<file path="config.mk">
export PLATFORM = sky130hd
export DESIGN_NAME = bmm_decode
export DESIGN_NICKNAME = d
export VERILOG_FILES = /design/src/design/bmm_pkg.sv /design/src/design/bmm_decode.sv
export SDC_FILE = /design/constraint.sdc
export NUM_CORES = 1
export LEC_CHECK = 0
export BUFFER_PORTS_ARGS = -buffer_cell sky130_fd_sc_hd__buf_2
export CAP_MARGIN = 20
export CELL_PAD_IN_SITES_DETAIL_PLACEMENT = 1
export CELL_PAD_IN_SITES_GLOBAL_PLACEMENT = 2
export CORE_MARGIN = 2
export CORE_UTILIZATION = 15
export DETAILED_ROUTE_END_ITERATION = 8
export GPL_ROUTABILITY_DRIVEN = 0
export PLACE_DENSITY_LB_ADDON = 0.1
export SYNTH_ARGS = -nofsm -noshare
export SYNTH_HDL_FRONTEND = slang
export SYNTH_SLANG_ARGS = --single-unit
</file>
<file path="constraint.sdc">
create_clock -name vclk -period 2.6
set_input_delay 0.39 -clock vclk [all_inputs]
set_output_delay 0.39 -clock vclk [all_outputs]
set_load 0.005 [all_outputs]
</file>
<file path="src/design/bmm_pkg.sv">
package bmm_pkg;

  typedef enum logic [3:0] {
    FUNC_RD_MAP   = 4'd0,
    FUNC_WR_MAP   = 4'd1,
    FUNC_RD_HIGH  = 4'd2,
    FUNC_WR_HIGH  = 4'd3,
    FUNC_RD_OAM   = 4'd4,
    FUNC_WR_OAM   = 4'd5,
    FUNC_RD_VBANK = 4'd6,
    FUNC_RD_WBANK = 4'd7,
    FUNC_WR_VBANK = 4'd8,
    FUNC_WR_WBANK = 4'd9
  } func_e;

  typedef struct packed {
    logic mem_rd;
    logic mem_wr;
    logic high_rd;
    logic high_wr;
    logic vbank_wr;
    logic wbank_wr;
  } ctl_t;

  localparam logic [15:0] ROM_UPPER_START   = 16'h4000;
  localparam logic [15:0] VIDEO_START       = 16'h8000;
  localparam logic [15:0] EXT_START         = 16'hA000;
  localparam logic [15:0] WORK_START        = 16'hC000;
  localparam logic [15:0] WORK_BANKED_START = 16'hD000;
  localparam logic [15:0] UNMAPPED_START    = 16'hE000;
  localparam logic [15:0] OAM_START         = 16'hFE00;

  localparam int ROM_FIXED_BASE = 'h0000;
  localparam int ROM_UPPER_BASE = 'h4000;
  localparam int EXT_BASE       = 'h8000;
  localparam int VIDEO_BASE     = 'hA000;
  localparam int VIDEO_BANK_SZ  = 'h2000;
  localparam int WORK_BANK_SZ   = 'h1000;

  localparam logic [7:0] VBANK_SET_MASK = 8'hFE;
  localparam logic [7:0] WBANK_SEL_MASK = 8'h07;
  localparam logic [7:0] WBANK_MIN      = 8'h01;
  localparam logic [7:0] WBANK_RESET    = 8'h01;
  localparam logic [7:0] HIGH_RESET     = 8'hFF;

endpackage

</file>
<file path="src/design/bmm_decode.sv">
module bmm_decode import bmm_pkg::*; #(
  parameter int VIDEO_BANKS  = 2,
  parameter int WORK_BANKS   = 8,
  parameter int SPRITE_BYTES = 160,
  parameter int HIGH_BYTES   = 256,
  parameter int AW           = 17
) (
  input  func_e         func_i,
  input  logic [15:0]   address_i,
  input  logic [7:0]    vbank_i,
  input  logic [7:0]    wbank_i,
  output ctl_t          ctl_o,
  output logic [AW-1:0] mem_addr_o,
  output logic [7:0]    reg_data_o
);

  localparam int WORK_BASE = VIDEO_BASE + VIDEO_BANKS * VIDEO_BANK_SZ;
  localparam int HIGH_BASE = WORK_BASE + WORK_BANKS * WORK_BANK_SZ;
  localparam int OAM_BASE  = HIGH_BASE + HIGH_BYTES;

  localparam logic [2:0] WMOD [8] = '{
    3'(0 % WORK_BANKS), 3'(1 % WORK_BANKS), 3'(2 % WORK_BANKS), 3'(3 % WORK_BANKS),
    3'(4 % WORK_BANKS), 3'(5 % WORK_BANKS), 3'(6 % WORK_BANKS), 3'(7 % WORK_BANKS)
  };

  logic        vsel;
  logic [2:0]  wsel;
  logic [15:0] oam_off;
  logic        oam_hit;
  logic        high_hit;
  logic        map_hit;
  logic [AW-1:0] map_addr;

  assign vsel     = (VIDEO_BANKS > 1) ? vbank_i[0] : 1'b0;
  assign wsel     = WMOD[wbank_i[2:0]];
  assign oam_off  = address_i - OAM_START;
  assign oam_hit  = oam_off < 16'(SPRITE_BYTES);
  assign high_hit = {1'b0, address_i[7:0]} < 9'(HIGH_BYTES);

  always_comb begin
    map_hit  = 1'b1;
    map_addr = '0;
    if (address_i < ROM_UPPER_START) begin
      map_addr = AW'(ROM_FIXED_BASE) + AW'(address_i[13:0]);
    end else if (address_i < VIDEO_START) begin
      map_addr = AW'(ROM_UPPER_BASE) + AW'(address_i[13:0]);
    end else if (address_i < EXT_START) begin
      map_addr = AW'(VIDEO_BASE) + AW'({vsel, address_i[12:0]});
    end else if (address_i < WORK_START) begin
      map_addr = AW'(EXT_BASE) + AW'(address_i[12:0]);
    end else if (address_i < WORK_BANKED_START) begin
      map_addr = AW'(WORK_BASE) + AW'(address_i[11:0]);
    end else if (address_i < UNMAPPED_START) begin
      map_addr = AW'(WORK_BASE) + AW'({wsel, address_i[11:0]});
    end else begin
      map_hit = 1'b0;
    end
  end

  always_comb begin
    ctl_o      = '0;
    mem_addr_o = map_addr;
    reg_data_o = '0;
    unique case (func_i)
      FUNC_RD_MAP: ctl_o.mem_rd = map_hit;
      FUNC_WR_MAP: ctl_o.mem_wr = map_hit;
      FUNC_RD_HIGH: begin
        ctl_o.mem_rd  = high_hit;
        ctl_o.high_rd = high_hit;
        mem_addr_o    = AW'(HIGH_BASE) + AW'(address_i[7:0]);
      end
      FUNC_WR_HIGH: begin
        ctl_o.mem_wr  = high_hit;
        ctl_o.high_wr = high_hit;
        mem_addr_o    = AW'(HIGH_BASE) + AW'(address_i[7:0]);
      end
      FUNC_RD_OAM: begin
        ctl_o.mem_rd = oam_hit;
        mem_addr_o   = AW'(OAM_BASE) + AW'(oam_off[7:0]);
      end
      FUNC_WR_OAM: begin
        ctl_o.mem_wr = oam_hit;
        mem_addr_o   = AW'(OAM_BASE) + AW'(oam_off[7:0]);
      end
      FUNC_RD_VBANK: reg_data_o = vbank_i;
      FUNC_RD_WBANK: reg_data_o = wbank_i;
      FUNC_WR_VBANK: ctl_o.vbank_wr = 1'b1;
      FUNC_WR_WBANK: ctl_o.wbank_wr = 1'b1;
      default: ;
    endcase
  end

endmodule

</file>
==> results.sh <==
export IMPL_status="complete, no violations"
export IMPL_setup_viol=0
export IMPL_required_ns=2.21
export IMPL_ys_warn_count=0
export IMPL_clock_buffers=0
export IMPL_seq_cells=0
export IMPL_whs_endpoint="mem_addr_o[0]"
export IMPL_grt_pass1_vias=820
export IMPL_use_met2_pct=20.08
export IMPL_min_delay_path_depth=3
export IMPL_p_per_area_nw_per_um2=143.7
export IMPL_top_usage_layer="met2"
export IMPL_finalMaxSlewViolations=0
export IMPL_crit_path_cell_trace="buf_2, or4_1, o21a_1, or3_1, a21oi_1, buf_2"
export IMPL_fmaxAchievable_mhz=445.7
export IMPL_synthesis_nets=118
export IMPL_hold_start="address_i[0]"
export IMPL_layout_commonest_cell="buf_2"
export IMPL_antenna_found_initial=0
export IMPL_io_pins=67
export IMPL_hold_buffers=0
export IMPL_cts_resized=0
export IMPL_ir_drop_mv=0.03496
export IMPL_leakagePower_uw=0.0005044
export IMPL_regArea_um2=0
export IMPL_ant_nets=0
export IMPL_area_growth_pct=66.19
export IMPL_syn_inst=80
export IMPL_hold_viol_final=0
export IMPL_multi_input_area_um2=465.4
export IMPL_io_buffers=67
export IMPL_syn_avg_cell_area_um2=6.569
export IMPL_max_stage_delay_ns=0.52
export IMPL_tightest_slew_ns=0.3555
export IMPL_period_needed_ns=2.243
export IMPL_routed_wl_mm=2.094
export IMPL_num_vias=808
export IMPL_fp_dieW_um=63.19
export IMPL_maxCapViolCount=0
export IMPL_dr_pass1_iters=3
export IMPL_grt_use_met1_pct=12.61
export IMPL_initial_core_util_pct=15.62
export IMPL_final_setup_tns_ns=0
export IMPL_utilization_pct=25.97
export IMPL_crit_path_end_kind="output port"
export IMPL_fp_dieArea_um2=3993
export IMPL_min_delay_path_class="in2out"
export IMPL_antenna_cells=0
export IMPL_viasPerCell=4.298
export IMPL_gr_total_overflow=0
export IMPL_start_kind="primary input"
export IMPL_use_met3_pct=1.071
export IMPL_cp_common_cell="buf_2"
export IMPL_worst_slew_margin_rel_pct=76.00
export IMPL_fin_nets=182
export IMPL_fp_row_count=21
export IMPL_ys_types=30
export IMPL_cp_max_fo=11
export IMPL_mostFrequentLayoutCells="buf_2, nor2_1, and2_1, mux2i_1, and3_1"
export IMPL_grt_setup_unrepaired="false"
export IMPL_worst_ep_arrival_time_ns=1.85
export IMPL_core_um2=3363
export IMPL_drt_iter0_drc=22
export IMPL_period_share_pct=86.29
export IMPL_dieHeight_um=63.19
export IMPL_dp_hpwl_mm=1.825
export IMPL_slowest_stage="or4_1"
export IMPL_worstSetupPathType="in2out"
export IMPL_avgRoutedWirePerCell_um=11.14
export IMPL_grt_max_degree=15
export IMPL_postCtsSetupRepairBufs=0
export IMPL_drive_above_1_share_pct=47.18
export IMPL_fillers=472
export IMPL_grt_pass1_wl_mm=3.525
export IMPL_track_usage_pct=10.22
export IMPL_yosysSeqAreaShare_pct=0
export IMPL_syn_area_um2=525.5
export IMPL_drc=0
[Yosys cell counts]
master | count | share of area (%)
and3_1 | 6 | 7.1
or4_1 | 1 | 1.4
nand2_1 | 4 | 2.9
and2_1 | 9 | 11
ha_1 | 2 | 4.8
xor2_1 | 1 | 1.7
nor4b_1 | 1 | 1.7
nor3_1 | 1 | 0.95
or3_1 | 1 | 1.2
a31oi_1 | 1 | 1.2
inv_1 | 4 | 2.9
nand4b_1 | 2 | 3.3
nand4_1 | 1 | 1.2
a21o_1 | 1 | 1.4
nand3_1 | 3 | 2.9
o311ai_0 | 1 | 1.7
clkbuf_1 | 1 | 0.71
nor3b_1 | 1 | 1.4
o211ai_1 | 2 | 2.9
nor4bb_1 | 1 | 1.9
nor2_1 | 11 | 7.9
mux2i_1 | 8 | 15
nand3b_1 | 2 | 2.9
o21ai_0 | 3 | 2.9
a21boi_1 | 1 | 1.4
buf_6 | 3 | 6.4
a21oi_1 | 2 | 1.9
nand2b_1 | 4 | 4.8
buf_4 | 1 | 1.4
o21a_1 | 1 | 1.4
[logic make-up after synthesis]
group / Yosys count / share of synthesized area [%]
buffers and inverters: 9 / 11.43
xor gates and xnor gates: 1 / 1.667
muxes: 8 / 15.24
adders and majority gates: 2 / 4.761
and+or+nand+nor: 48 / 52.14
AOI/OAI and AO/OA: 12 / 14.76
[how the worst max path moves through the flow]
stage,end,start,cells after the start,slack [ns]
6_report,ctl_o[5],address_i[14],6,0.36
5_1_grt,ctl_o[4],address_i[14],6,0.29
4_1_cts,ctl_o[5],address_i[14],6,0.33
3_5_place_dp,ctl_o[5],address_i[14],6,0.34
3_3_place_gp,ctl_o[5],address_i[14],6,0.35
2_1_floorplan,ctl_o[5],address_i[13],5,0.61
[worst max-delay path, delay by kind of cell]
family / cells / cell delay (ns)
buf+inv: 2 / 0.29
compound gates: 2 / 0.27
simple gates: 2 / 0.91
[layout make-up]
class | instances | area share [%]
multi-input cells | 71 | 53.30
repair buffers | 67 | 38.40
inverters | 4 | 1.719
well taps | 46 | 6.590
[metrics by stage]
stage               cell area [µm²]  cells  power [µW]  hold slack, ns  setup WS [ns]
floorplan                     525.5     80       64.88          0.8127         0.6064
global placement              873.3    188       126.3           1.047         0.3531
detailed placement            873.3    188       128.2           1.047         0.3371
CTS                           873.3    188       128.6           1.047         0.3348
global route                  873.3    188       142.9           1.061         0.2859
finish                        873.3    188       125.5           1.046         0.3566
[per-layer routing]
metal / wire (µm) / up-vias
li1: - / 409
met1: 853 / 367
met3: 147 / 0
met5: 0 / -
met4: 0 / 0
met2: 1094 / 32
[power breakdown]
group | total [µW] | internal [µW] | switching (µW) | leakage, µW
Clock | 0 | 0 | 0 | 0
Combinational | 125 | 65.4 | 60.1 | 0.000504
Sequential | 0 | 0 | 0 | 0
Power figures use the tool's default switching activity.
